File: src/rtl/bfp_pkg.sv
`timescale 1ns / 1ps
// ----------------------------------------------------------------------------
// bfp_pkg
// Types, constants and codes shared by the bit field packer/unpacker modules.
// ----------------------------------------------------------------------------
package bfp_pkg;

  localparam int STORE_BYTES    = 1024;
  localparam int MAX_FIELD_BITS = 32;

  localparam int WINDOW_BITS = MAX_FIELD_BITS + 8;
  localparam int SLOTS       = WINDOW_BITS / 8;
  localparam int SLOT_W      = $clog2(SLOTS + 1);
  localparam int AW          = $clog2(STORE_BYTES);
  localparam int BW          = $clog2(STORE_BYTES + 1);
  localparam int CW          = $clog2(STORE_BYTES * 8 + 1);
  localparam int NW          = $clog2(MAX_FIELD_BITS + 1);
  localparam int RSW         = $clog2(WINDOW_BITS);

  // fixed field widths of the transactions
  localparam int CMD_W   = 3;
  localparam int VAL_W   = 32;
  localparam int CNT_W   = 6;
  localparam int POS_W   = 14;
  localparam int STAT_W  = 2;
  localparam int SIZE_W  = 11;
  localparam int IN_W    = 56;
  localparam int OUT_W   = 64;

  localparam logic [SIZE_W-1:0] SIZE_RESET = SIZE_W'(896);

  typedef enum logic [CMD_W-1:0] {
    CMD_WRITE_FIELD = 3'd0,
    CMD_READ_FIELD  = 3'd1,
    CMD_WRITE_FLAG  = 3'd2,
    CMD_READ_FLAG   = 3'd3,
    CMD_SET_CURSOR  = 3'd4,
    CMD_OPEN        = 3'd5,
    CMD_CLOSE       = 3'd6,
    CMD_CLEAR       = 3'd7
  } cmd_e;

  typedef enum logic [STAT_W-1:0] {
    STAT_OK       = 2'd0,
    STAT_WR_PAST  = 2'd1,
    STAT_RD_PAST  = 2'd2,
    STAT_ROLLBACK = 2'd3
  } status_e;

  typedef struct packed {
    logic load;
    logic eval;
    logic rd_issue;
    logic clr_write;
    logic finish;
  } dp_cmd_t;

  typedef struct packed {
    logic mem_op;
    logic is_clear;
    logic clr_empty;
    logic last_issue;
    logic clr_last;
    logic out_busy;
  } dp_stat_t;

endpackage

File: src/rtl/bfp_ctrl.sv
`timescale 1ns / 1ps
// ----------------------------------------------------------------------------
// bfp_ctrl
// Sequencer: clearing pass, decode, byte-wise store access and result hand-off.
// ----------------------------------------------------------------------------
module bfp_ctrl (
  input  logic              clk_i,
  input  logic              rst_ni,
  input  logic              s_valid_i,
  output logic              s_ready_o,
  output bfp_pkg::dp_cmd_t  cmd_o,
  input  bfp_pkg::dp_stat_t stat_i
);
  import bfp_pkg::*;

  typedef enum logic [6:0] {
    ST_INIT   = 7'b0000001,
    ST_IDLE   = 7'b0000010,
    ST_EVAL   = 7'b0000100,
    ST_ACCESS = 7'b0001000,
    ST_DRAIN  = 7'b0010000,
    ST_CLEAR  = 7'b0100000,
    ST_FINISH = 7'b1000000
  } state_e;

  state_e state_q, state_d;

  always_ff @(posedge clk_i or negedge rst_ni) begin
    if (!rst_ni) begin
      state_q <= ST_INIT;
    end else begin
      state_q <= state_d;
    end
  end

  always_comb begin
    state_d   = state_q;
    cmd_o     = '0;
    s_ready_o = 1'b0;
    case (state_q)
      ST_INIT: begin
        cmd_o.clr_write = 1'b1;
        if (stat_i.clr_last) begin
          state_d = ST_IDLE;
        end
      end
      ST_IDLE: begin
        s_ready_o = 1'b1;
        if (s_valid_i) begin
          cmd_o.load = 1'b1;
          state_d    = ST_EVAL;
        end
      end
      ST_EVAL: begin
        cmd_o.eval = 1'b1;
        if (stat_i.mem_op) begin
          state_d = ST_ACCESS;
        end else if (stat_i.is_clear && !stat_i.clr_empty) begin
          state_d = ST_CLEAR;
        end else begin
          state_d = ST_FINISH;
        end
      end
      ST_ACCESS: begin
        cmd_o.rd_issue = 1'b1;
        if (stat_i.last_issue) begin
          state_d = ST_DRAIN;
        end
      end
      ST_DRAIN: begin
        state_d = ST_FINISH;
      end
      ST_CLEAR: begin
        cmd_o.clr_write = 1'b1;
        if (stat_i.clr_last) begin
          state_d = ST_FINISH;
        end
      end
      ST_FINISH: begin
        if (!stat_i.out_busy) begin
          cmd_o.finish = 1'b1;
          state_d      = ST_IDLE;
        end
      end
      default: begin
        state_d = ST_INIT;
      end
    endcase
  end

endmodule

File: config.mk
export PLATFORM = sky130hd
export DESIGN_NAME = bfp_ctrl
export DESIGN_NICKNAME = d
export VERILOG_FILES = /design/src/rtl/bfp_pkg.sv /design/src/rtl/bfp_ctrl.sv
export SDC_FILE = /design/constraint.sdc
export NUM_CORES = 1
export LEC_CHECK = 0
export CAP_MARGIN = 20
export CORE_AREA = 2 2 39 41
export DETAILED_ROUTE_END_ITERATION = 12
export DIE_AREA = 0 0 41 43
export DONT_BUFFER_PORTS = 1
export GPL_ROUTABILITY_DRIVEN = 0
export GPL_TIMING_DRIVEN = 0
export SLEW_MARGIN = 20
export SYNTH_ARGS = -nofsm -noshare
export SYNTH_HDL_FRONTEND = slang
export SYNTH_SLANG_ARGS = --single-unit
File: constraint.sdc
create_clock -name clk_i -period 2.1 [get_ports clk_i]
set_input_delay 0.315 -clock clk_i [delete_from_list [all_inputs] [get_ports clk_i]]
set_output_delay 0.315 -clock clk_i [all_outputs]
set_load 0.02 [all_outputs]
==> load_flow_metrics.sql, run 1 <==
INSERT INTO impl_metrics (metric_group, metric, value, unit) VALUES
('timing', 'post-route-period-util', '95.0', '%'),
('grt', 'antenna_found_initial', '0', ''),
('cells_and_area', 'drive_above_1_share', '25.4', '%'),
('cells_and_area', 'area_growth_syn_to_layout', '12.7', '%'),
('clock_network', 'cts_sinks', '7', ''),
('timing', 'max-slew-margin-rel', '67.5', '%'),
('route', 'post-route-drc-count', '0', ''),
('synth', 'synth_enable_flop_cells', '0', ''),
('synth', 'syn_inst', '58', ''),
('clock_network', 'cts_setup_buffers', '0', ''),
('setup_path', 'reg2reg_to', 'state_q[6]', ''),
('cells_and_area', 'num_antenna_cells', '0', ''),
('route', 'route.vias.total', '453', ''),
('cells_and_area', 'fillers', '141', ''),
('pwr', 'total_power', '0.000646', 'W'),
('placed_design', 'place.port_buffers', '0', ''),
('timing', 'worstMarginPinSlew', '486', 'ps'),
('pwr', 'power.density', '1060', 'nW/um^2'),
('setup_path', 'start_kind', 'flop', ''),
('clock_network', 'cts_made_buffers', '3', ''),
('floorplan', 'floorplan.core_area', '1380', 'sq um'),
('pwr', 'ir_drop_worst_case_vdd', '553', 'uV'),
('timing', 'number_of_max_slew_violations_in_the_final_report', '0', ''),
('synth', 'ys_flop_type', 'sky130_fd_sc_hd__dfrtp_1', ''),
('hold_path', 'hold_path.class', 'primary input to flop', ''),
('run', 'timing.max_cap.violations', '0', ''),
('hold_path', 'timing.hold.worst_endpoint', 'state_q[5]', ''),
('cells_and_area', 'finish.net_count', '73', ''),
('floorplan', 'start_util', '39.1', '%'),
('timing', 'achievable-frequency', '502', 'MHz'),
('grt', 'met3_usage', '6.81', '%'),
('setup_path', 'worst-setup-path-type', 'flop to output port', ''),
('synth', 'synth_largest_type_area_fraction', '27.8', '%'),
('route', 'drt_pre_antenna_iters', '4', ''),
('grt', 'pin_count_of_the_biggest_net_entering_global_routing', '10', ''),
('hold_path', 'hold_path_startpoint', 'stat_i[5]', ''),
('cells_and_area', 'top_register', 'state_q', ''),
('synth', 'synth_warnings', '0', ''),
('setup_path', 'reg2reg_launch_point', 'state_q[1]', ''),
('grt', 'grt_use_met1', '21.9', '%'),
('floorplan', 'floorplan.io_pins', '15', ''),
('route', 'drt-initial-drc-count', '7', ''),
('setup_path', 'cp_data_required_time', '1780', 'ps'),
('hold_path', 'min_delay_path_depth', '1', ''),
('route', 'detail_route.wirelength', '1140', 'microns'),
('setup_path', 'timing.critical_path.fanout_max', '7', ''),
('clock_network', 'clockBufferDepth', '2', ''),
('clock_network', 'cts_tree', 'yes', ''),
('route', 'vias_per_cell', '5.73', ''),
('placed_design', 'detailed_place.area', '561', 'sq um'),
('floorplan', 'std_cell_rows', '14', ''),
('cells_and_area', 'final_util', '44.0', '%'),
('timing', 'worst_clock_skew', '5.47', 'ps'),
('timing', 'tns', '0', 'ps'),
('synth', 'flip_flop_and_latch_count_after_synthesis', '7', ''),
('setup_path', 'timing.reg2reg.setup_slack', '450', 'ps'),
('synth', 'asyncSetResetFlopFracSynth', '100', '%'),
('cells_and_area', 'layout.cell_area.non_filler', '609', 'sq um'),
('grt', 'wire_length_of_the_first_global_routing_pass', '1880', 'microns'),
('floorplan', 'floorplan.die_area', '1760', 'sq um'),
('timing', 'min_period', '1990', 'ps'),
('timing', 'setup_repair_after_global_routing_missed_its_margin', 'false', ''),
('grt', 'first_global_vias', '422', ''),
('synth', 'synth.largest_area_cell', 'sky130_fd_sc_hd__dfrtp_1', ''),
('status', 'run_status', 'finished, final reports clean', ''),
('grt', 'groute.usage.overall', '16.0', '%'),
('timing', 'setup_violations', '0', ''),
('floorplan', 'die_w', '41', 'microns'),
('synth', 'yosysMostFrequentCell', 'sky130_fd_sc_hd__nor2_1', ''),
('synth', 'synth_sequential_area_ratio', '32.6', '%'),
('route', 'drtAntennaViolNets', '0', '');
[timing repair]
item,in CTS,in global routing
endpoints found under the hold margin,7,0
gates resized for setup,1,1
setup endpoints to repair,1,1
hold buffers,1,0
[through the flow]
step	cells	hold WS, ps	setup slack (ps)
floorplan	58	19.4	361
global placement	74	19.5	263
detailed placement	74	19.6	257
CTS	79	162	21.7
global route	79	157	34.2
finish	79	172	106
[cell type report]
| type | count | area, sq um | area share (%) |
|---|---|---|---|
| Buffer | 3 | 23.8 | 3.90 |
| Clock buffer | 4 | 26.3 | 4.31 |
| Inverter | 3 | 11.3 | 1.85 |
| Multi-Input combinational cell | 45 | 342 | 56.1 |
| Sequential cell | 7 | 176 | 29.0 |
| Tap cell | 16 | 20.0 | 3.29 |
| Timing Repair Buffer | 1 | 10.0 | 1.64 |
[report_power, final]
part           internal [W]  leakage, nW  switching [W]  total, W
clock             0.0000722       0.0150      0.0000451  0.000117
combinational      0.000136        0.161       0.000190  0.000325
sequential         0.000166       0.0926      0.0000367  0.000203
[cell usage in the layout, fill, tap and decap left out, drive strengths merged]
cell type,count
and3,2
buf,3
or2b,1
inv,3
dfstp,1
o2111ai,1
dlygate4sd3,1
nor4,2
and2,3
and3b,1
a2bb2oi,1
o31ai,1
nand4,1
clkbuf,4
o21ai,2
nor3b,1
o22ai,1
nor3,2
nand3,3
dfrtp,6
o311ai,1
xor2,3
nand3b,2
o41ai,1
nor2,9
nand4b,1
o211ai,1
nand2,2
mux2,1
and4b,1
nor2b,1
[cells by family after synthesis]
kind of cell    count (synthesis)  synth area share [%]
simple gates                   32                  38.7
mux                             1                  2.78
xor+xnor                        3                  4.86
compound gates                  9                  14.6
flops                           7                  32.6
buf+inv                         6                  6.48
[per-layer routing]
| metal | routed length [microns] | vias to the layer above |
|---|---|---|
| met5 | 0 | - |
| met4 | 0 | 0 |
| met3 | 92 | 0 |
| met2 | 546 | 22 |
| met1 | 500 | 211 |
| li1 | - | 220 |
[worst max-delay path, cell delays in order, from the launching register on]
cell                      delay, ps
sky130_fd_sc_hd__dfrtp_1        360
sky130_fd_sc_hd__buf_6          140
sky130_fd_sc_hd__nor4_4         380
sky130_fd_sc_hd__and3_4         310
sky130_fd_sc_hd__and2_1         250
[worst max path at each step]
stage	start	endpoint	slack, ps	cells past startpoint
after floorplan	state_q[5]	cmd_o[4]	360	4
after global placement	state_q[5]	cmd_o[4]	260	4
after detailed placement	state_q[5]	cmd_o[4]	260	4
after CTS	state_q[5]	cmd_o[4]	20	4
after global routing	state_q[5]	cmd_o[4]	30	4
final	state_q[5]	cmd_o[4]	110	4
Power figures use the tool's default switching activity.
==> run 2, diff against run 1 <==
ABC_AREA = 1   (was unset)
==> run 2 against run 1 <==
  * Global-route usage is 0.68 points lower
  * Fmax is 17% higher
  * Clock skew hardly changed
  * Register-to-register slack better by 300 ps
  * Critical path depth is 1 higher
  * Non-clock buffer count is 3 lower
  * Synthesized cell count is 26% higher
  * Sequential cell count stayed put
  * Final cell count is 19% higher
  * Total power is 15% lower
  * Clock power is 5% higher
  * Setup slack better by 290 ps
  * Critical path type unchanged
  * Largest cell class unchanged
  * Highest routed layer is now met4
==> load_flow_metrics.sql, run 2 <==
INSERT INTO impl_metrics (metric_group, metric, value, unit) VALUES
('clock_network', 'clock_insertion_delay_worst_skew', '250', 'ps'),
('synth', 'asyncSetResetFlopFracSynth', '100', '%'),
('cells_and_area', 'fillers', '141', ''),
('pwr', 'power.density', '1000', 'nW/um^2'),
('grt', 'first_global_vias', '465', ''),
('cells_and_area', 'largest_register_ffs', '7', ''),
('synth', 'synthTopCellsByCount', '16 x sky130_fd_sc_hd__nand2_1, 13 x sky130_fd_sc_hd__inv_1, 10 x sky130_fd_sc_hd__nor2_1', ''),
('grt', 'wire_length_of_the_first_global_routing_pass', '1790', 'microns'),
('route', 'vias_per_cell', '4.71', ''),
('grt', 'remaining_overflow_grt', '0', ''),
('clock_network', 'cts_tree', 'yes', ''),
('cells_and_area', 'reg.largest.list', 'state_q x7', ''),
('floorplan', 'start_util', '35.4', '%'),
('synth', 'syn_area', '490', 'sq um'),
('timing', 'tns', '0', 'ps'),
('grt', 'groute.usage.overall', '15.3', '%'),
('synth', 'synth_largest_type_area_fraction', '30.6', '%'),
('cells_and_area', 'top_register', 'state_q', ''),
('pwr', 'total_power', '0.000548', 'W'),
('route', 'route.vias.total', '443', ''),
('timing', 'number_of_max_slew_violations_in_the_final_report', '0', ''),
('clock_network', 'clockBufferDepth', '2', ''),
('timing', 'post-route-worst-setup-slack', '396', 'ps'),
('floorplan', 'floorplan.io_pins', '15', ''),
('clock_network', 'cts_sinks', '7', ''),
('setup_path', 'start_kind', 'flop', ''),
('cells_and_area', 'num_antenna_cells', '0', ''),
('synth', 'synth.lib_cells_used.distinct', '16', ''),
('route', 'post-route-drc-count', '0', ''),
('timing', 'setup_violations', '0', ''),
('floorplan', 'std_cell_rows', '14', ''),
('timing', 'max-slew-margin-rel', '75.1', '%'),
('hold_path', 'hold_path.class', 'primary input to flop', ''),
('synth', 'synth.largest_area_cell', 'sky130_fd_sc_hd__dfrtp_1', ''),
('cells_and_area', 'most-common-layout-cells', '16 x sky130_fd_sc_hd__nand2_1, 13 x sky130_fd_sc_hd__inv_1, 10 x sky130_fd_sc_hd__nor2_1', ''),
('setup_path', 'critical_path_arrival', '1390', 'ps'),
('cells_and_area', 'drive_above_1_share', '21.8', '%'),
('synth', 'ys_flop_type', 'sky130_fd_sc_hd__dfrtp_1', ''),
('placed_design', 'dp_hpwl', '790', 'microns'),
('setup_path', 'path_delay_family', 'simple AND/OR/NAND/NOR gates', ''),
('pwr', 'cellLeakagePower', '0.327', 'nW'),
('setup_path', 'cp_data_required_time', '1780', 'ps'),
('timing', 'worstMarginPinSlew', '373', 'ps'),
('setup_path', 'crit_end_category', 'output port', ''),
('grt', 'pin_count_of_the_biggest_net_entering_global_routing', '8', ''),
('setup_path', 'worstPathCellList', 'nor2_1 -> nand2_1 -> inv_1 -> nand2_1 -> nor2_1', ''),
('synth', 'synth_enable_flop_cells', '0', ''),
('placed_design', 'place.port_buffers', '0', ''),
('timing', 'post-route-period-util', '81.2', '%'),
('clock_network', 'cts_made_buffers', '3', ''),
('floorplan', 'floorplan.die_area', '1760', 'sq um'),
('synth', 'synth_sequential_area_ratio', '36.0', '%'),
('floorplan', 'die_w', '41', 'microns'),
('synth', 'synth_warnings', '0', ''),
('timing', 'timing.final.hold_violations', '0', ''),
('cells_and_area', 'seqCellArea', '176', 'sq um'),
('synth', 'syn-mean-instance-area', '6.72', 'sq um'),
('status', 'run_status', 'finished, final reports clean', ''),
('timing', 'setup_repair_after_global_routing_missed_its_margin', 'false', ''),
('cells_and_area', 'multi_input_area', '258', 'sq um'),
('route', 'detail_route.wirelength', '982', 'microns'),
('synth', 'postSynthNetCount', '82', ''),
('cells_and_area', 'finish.net_count', '88', ''),
('setup_path', 'worst-setup-path-type', 'flop to output port', ''),
('timing', 'worst_clock_skew', '5.73', 'ps'),
('clock_network', 'post_cts_resized', '0', ''),
('setup_path', 'timing.critical_path.fanout_max', '4', ''),
('clock_network', 'clkTransAtPathRegs', '50', 'ps'),
('placed_design', 'dp_slack', '652', 'ps'),
('grt', 'antenna_found_initial', '0', ''),
('route', 'drt-initial-drc-count', '18', ''),
('cells_and_area', 'area_growth_syn_to_layout', '11.5', '%'),
('route', 'drt_pre_antenna_iters', '4', ''),
('clock_network', 'clock_tree.htree_level_count', '1', ''),
('clock_network', 'cell_chosen_for_the_clock_root', 'sky130_fd_sc_hd__clkbuf_4', ''),
('synth', 'syn_inst', '73', ''),
('floorplan', 'floorplan.die.height', '43', 'microns'),
('timing', 'achievable-frequency', '587', 'MHz'),
('route', 'drtAntennaViolNets', '0', ''),
('run', 'timing.max_cap.violations', '0', ''),
('setup_path', 'max_stage_delay', '400', 'ps'),
('floorplan', 'floorplan.core_area', '1380', 'sq um'),
('setup_path', 'slowest_stage', 'sky130_fd_sc_hd__dfrtp_1', ''),
('setup_path', 'cp.buffers_inverters', '1', ''),
('timing', 'min_period', '1700', 'ps'),
('route', 'drt-wirelength-per-cell', '10.4', 'microns'),
('pwr', 'ir_drop_worst_case_vdd', '407', 'uV'),
('synth', 'yosysMostFrequentCell', 'sky130_fd_sc_hd__nand2_1', ''),
('cells_and_area', 'most_common_cell_after_layout_fill_and_taps_aside', 'sky130_fd_sc_hd__nand2_1', ''),
('synth', 'flip_flop_and_latch_count_after_synthesis', '7', ''),
('synth', 'leading_cell_types_by_total_area_after_synthesis', 'sky130_fd_sc_hd__dfrtp_1 31%, sky130_fd_sc_hd__nand2_1 12%, sky130_fd_sc_hd__inv_1 9.9%, sky130_fd_sc_hd__nand3_1 8.2%, sky130_fd_sc_hd__nor2_1 7.7%', '');
run 2: changes by cell type after synthesis, moves of 3 or more:
cell                      delta
sky130_fd_sc_hd__and2_1      -3
sky130_fd_sc_hd__inv_1      +10
sky130_fd_sc_hd__nand2_1    +15
sky130_fd_sc_hd__nand2_2     +3
sky130_fd_sc_hd__nand3_1     +5
sky130_fd_sc_hd__nor2_2      +4
run 2: report_power, final:
| group | switching, W | internal, W | leakage (nW) |
|---|---|---|---|
| Clock | 0.0000507 | 0.0000726 | 0.0150 |
| Combinational | 0.000164 | 0.0000761 | 0.220 |
| Sequential | 0.0000180 | 0.000167 | 0.0926 |
run 2: layout make-up:
class / count / area share (%)
Clock buffer: 4 / 4.81
Inverter: 15 / 10.3
Multi-Input combinational cell: 51 / 47.1
Sequential cell: 7 / 32.3
Tap cell: 16 / 3.66
Timing Repair Buffer: 1 / 1.83
run 2: metrics by stage:
stage                     cell area, sq um  hold slack (ps)  instances  util [%]
after floorplan                        490             19.4         73         -
after global placement                 510             19.5         89      36.9
after detailed placement               510             19.6         89      36.9
after CTS                              547              134         94      39.5
after global routing                   547              131         94      39.5
final                                  547              138         94      39.5
run 2: routing by layer:
metal	routed length (microns)	track usage, %
met4	25	10.0
met3	67	3.66
met2	488	23.4
met5	0	0
met1	400	18.1
run 2: worst paths after layout:
| kind | from | endpoint | slack (ps) | depth (start not counted) |
|---|---|---|---|---|
| setup reg to reg | state_q[1] | state_q[6] | 750 | 7 |
| hold / removal | stat_i[1] | state_q[0] | 140 | 1 |
| min in group asynchronous | rst_ni | state_q[6] | 400 | 1 |
| hold reg to reg | state_q[2] | state_q[0] | 640 | 3 |
| setup / recovery | state_q[1] | cmd_o[0] | 400 | 5 |
| max in group asynchronous | rst_ni | state_q[0] | 1400 | 1 |
run 2: cell families (layout without fill, tap and decap cells):
group           Yosys count  after routing  share of synthesized area (%)
xor+xnor                  1              1                           1.79
buf+inv                  15             20                           11.5
compound gates            4              4                           4.59
simple gates             46             46                           46.2
flops                     7              7                           36.0
run 2: timing repair:
action	in CTS	in global routing
hold buffers	1	0
buffers inserted	0	0
hold endpoints to repair	7	0
==> run 3, diff against run 2 <==
ABC_AREA = 0   (was 1)
clock period = 1.4 ns   (was 2.1 ns; I/O delays follow)
==> run 3 against run 2 <==
  * The flow now finishes with violations (setup timing)
  * Design area rose by 43%
  * Final cell count fell by 5.3%
  * Combinational power rose to 3.1 times the previous value
  * Sequential share of layout area fell by 9.0 points
  * Core utilization rose by 17 points
  * Largest power group unchanged
==> load_flow_metrics.sql, run 3 (synthesis gave the netlist of run 1 again) <==
INSERT INTO impl_metrics (metric_group, metric, value, unit) VALUES
('grt', 'pin_count_of_the_biggest_net_entering_global_routing', '8', ''),
('clock_network', 'cell_chosen_for_the_clock_root', 'sky130_fd_sc_hd__clkbuf_4', ''),
('timing', 'min_period', '1660', 'ps'),
('setup_path', 'worst-setup-path-type', 'flop to output port', ''),
('route', 'drtAntennaViolNets', '0', ''),
('cells_and_area', 'finish.net_count', '83', ''),
('timing', 'number_of_max_slew_violations_in_the_final_report', '0', ''),
('timing', 'max-slew-margin-rel', '79.0', '%'),
('route', 'post-route-drc-count', '0', ''),
('clock_network', 'clockBufferDepth', '2', ''),
('timing', 'finalHoldWorstSlack', '59.1', 'ps'),
('route', 'drt-wirelength-per-cell', '14.6', 'microns'),
('floorplan', 'floorplan.die_area', '1760', 'sq um'),
('timing', 'worstMarginPinSlew', '312', 'ps'),
('floorplan', 'floorplan.core_area', '1380', 'sq um'),
('setup_path', 'slowest_stage', 'sky130_fd_sc_hd__dfrtp_2', ''),
('route', 'drt_pre_antenna_iters', '4', ''),
('floorplan', 'floorplan.io_pins', '15', ''),
('cells_and_area', 'most-common-layout-cells', '10 x sky130_fd_sc_hd__buf_4, 6 x sky130_fd_sc_hd__nor2_1, 4 x sky130_fd_sc_hd__dfrtp_2', ''),
('clock_network', 'cts_made_buffers', '3', ''),
('timing', 'tns', '-1120', 'ps'),
('setup_path', 'critical_path_arrival', '1450', 'ps'),
('cells_and_area', 'largest_register_ffs', '7', ''),
('floorplan', 'std_cell_rows', '14', ''),
('timing', 'post-route-worst-setup-slack', '-256', 'ps'),
('grt', 'antenna_found_initial', '0', ''),
('pwr', 'ir_drop_worst_case_vdd', '903', 'uV'),
('grt', 'first_global_vias', '517', ''),
('timing', 'post-route-period-util', '118', '%'),
('floorplan', 'start_util', '39.1', '%'),
('hold_path', 'hold_path.class', 'primary input to flop', ''),
('status', 'violated_checks', 'setup timing', ''),
('grt', 'wire_length_of_the_first_global_routing_pass', '2100', 'microns'),
('route', 'met2_length', '678', 'microns'),
('pwr', 'clock_power_share', '14.0', '%'),
('clock_network', 'cts_tree', 'yes', ''),
('timing', 'setup_repair_after_global_routing_missed_its_margin', 'true', ''),
('cells_and_area', 'stdcell_count', '89', ''),
('placed_design', 'dpl.cell_count', '74', ''),
('setup_path', 'max_stage_delay', '450', 'ps'),
('setup_path', 'worstPathCellList', 'nor4_4 -> and3_4 -> and2_4', ''),
('grt', 'remaining_overflow_grt', '0', ''),
('floorplan', 'floorplan.die.height', '43', 'microns'),
('status', 'run_status', 'finished, violations left', ''),
('route', 'wl_met1', '555', 'microns'),
('route', 'route.vias.total', '494', ''),
('pwr', 'combPwrFrac', '59.2', '%'),
('setup_path', 'crit_end_category', 'output port', ''),
('placed_design', 'dp_hpwl', '880', 'microns'),
('timing', 'setup_violations', '8', ''),
('pwr', 'net-switching-power', '0.000515', 'W'),
('timing', 'worst_clock_skew', '10.3', 'ps'),
('cells_and_area', 'most_common_cell_after_layout_fill_and_taps_aside', 'sky130_fd_sc_hd__buf_4', ''),
('setup_path', 'timing.reg2reg.worst_path_depth', '5', ''),
('cells_and_area', 'reg.largest.list', 'state_q x7', ''),
('placed_design', 'place.port_buffers', '0', ''),
('timing', 'timing.final.hold_violations', '0', ''),
('run', 'timing.max_cap.violations', '0', ''),
('floorplan', 'die_w', '41', 'microns'),
('route', 'vias_per_cell', '5.55', ''),
('setup_path', 'cp_data_required_time', '1190', 'ps'),
('grt', 'groute.usage.overall', '17.8', '%'),
('cells_and_area', 'drive_above_1_share', '54.8', '%'),
('pwr', 'power.density', '1610', 'nW/um^2'),
('pwr', 'cellLeakagePower', '0.350', 'nW'),
('pwr', 'p_int', '0.000740', 'W'),
('pwr', 'total_power', '0.00125', 'W'),
('clock_network', 'clock_tree.htree_level_count', '1', ''),
('route', 'metal3_wl', '65', 'microns'),
('pwr', 'seqPwrFrac', '26.8', '%'),
('hold_path', 'min_delay_path_depth', '1', ''),
('route', 'drt-initial-drc-count', '10', ''),
('route', 'maxUsedRoutingLayer', 'met3', ''),
('timing', 'achievable-frequency', '604', 'MHz'),
('setup_path', 'start_kind', 'flop', ''),
('setup_path', 'timing.critical_path.fanout_max', '4', ''),
('clock_network', 'clkTransAtPathRegs', '50', 'ps'),
('cells_and_area', 'area_growth_syn_to_layout', '44.4', '%'),
('cells_and_area', 'top_register', 'state_q', ''),
('clock_network', 'cts_sinks', '7', ''),
('clock_network', 'clock_insertion_delay_worst_skew', '250', 'ps'),
('route', 'detail_route.wirelength', '1300', 'microns'),
('pwr', 'switching_share', '41.0', '%'),
('cells_and_area', 'num_antenna_cells', '0', '');
[run 3: per-layer routing]
| metal | track usage [%] | vias to the layer above |
|---|---|---|
| met4 | 5.33 | 0 |
| met2 | 27.8 | 16 |
| met3 | 6.28 | 0 |
| li1 | - | 245 |
| met1 | 22.3 | 233 |
| met5 | 0 | - |
[run 3: path summary, 6_finish.rpt]
kind / start / end / slack [ps]
min: s_valid_i / state_q[1] / 60
max in group asynchronous: rst_ni / state_q[0] / 840
max: state_q[4] / cmd_o[4] / -260
max reg2reg: state_q[4] / state_q[6] / -170
min reg2reg: state_q[6] / state_q[6] / 630
min in group asynchronous: rst_ni / state_q[6] / 280
[run 3: timing repair]
item / 4_1_cts / 5_1_grt
hold buffers: 1 / 0
endpoints found under the setup margin: 10 / 10
hold endpoints to repair: 7 / 0
gates resized for setup: 20 / 4
setup buffers: 10 / 1
pin swaps: 11 / 5
[run 3: through the flow]
step	worst slack, ps	instance area (sq um)	util [%]
5_1_grt	-318	781	56.4
2_1_floorplan	-128	568	-
3_3_place_gp	-224	588	42.5
3_5_place_dp	-221	588	42.5
6_report	-256	781	56.4
4_1_cts	-241	766	55.3
[run 3: cell type report]
| class | instances | area (sq um) |
|---|---|---|
| Fill cell | 123 | 603 |
| Multi-Input combinational cell | 45 | 423 |
| Sequential cell | 7 | 181 |
| Timing Repair Buffer | 12 | 96.3 |
| Clock buffer | 4 | 26.3 |
| Buffer | 2 | 22.5 |
| Tap cell | 16 | 20.0 |
| Inverter | 3 | 11.3 |
[run 3: power by group through the flow]
stage	Combinational, W	Clock [W]	Sequential (W)
global placement	0.000513	0	0.000310
floorplan	0.000447	0	0.000299
finish	0.000743	0.000176	0.000336
CTS	0.000752	0.000184	0.000303
global route	0.000789	0.000198	0.000347
detailed placement	0.000514	0	0.000311
[run 3: worst max-delay path, delay by kind of cell (launching register included)]
| family | cells | cell delay (ps) |
|---|---|---|
| AND/OR/NAND/NOR | 3 | 760 |
| flip-flops | 1 | 450 |
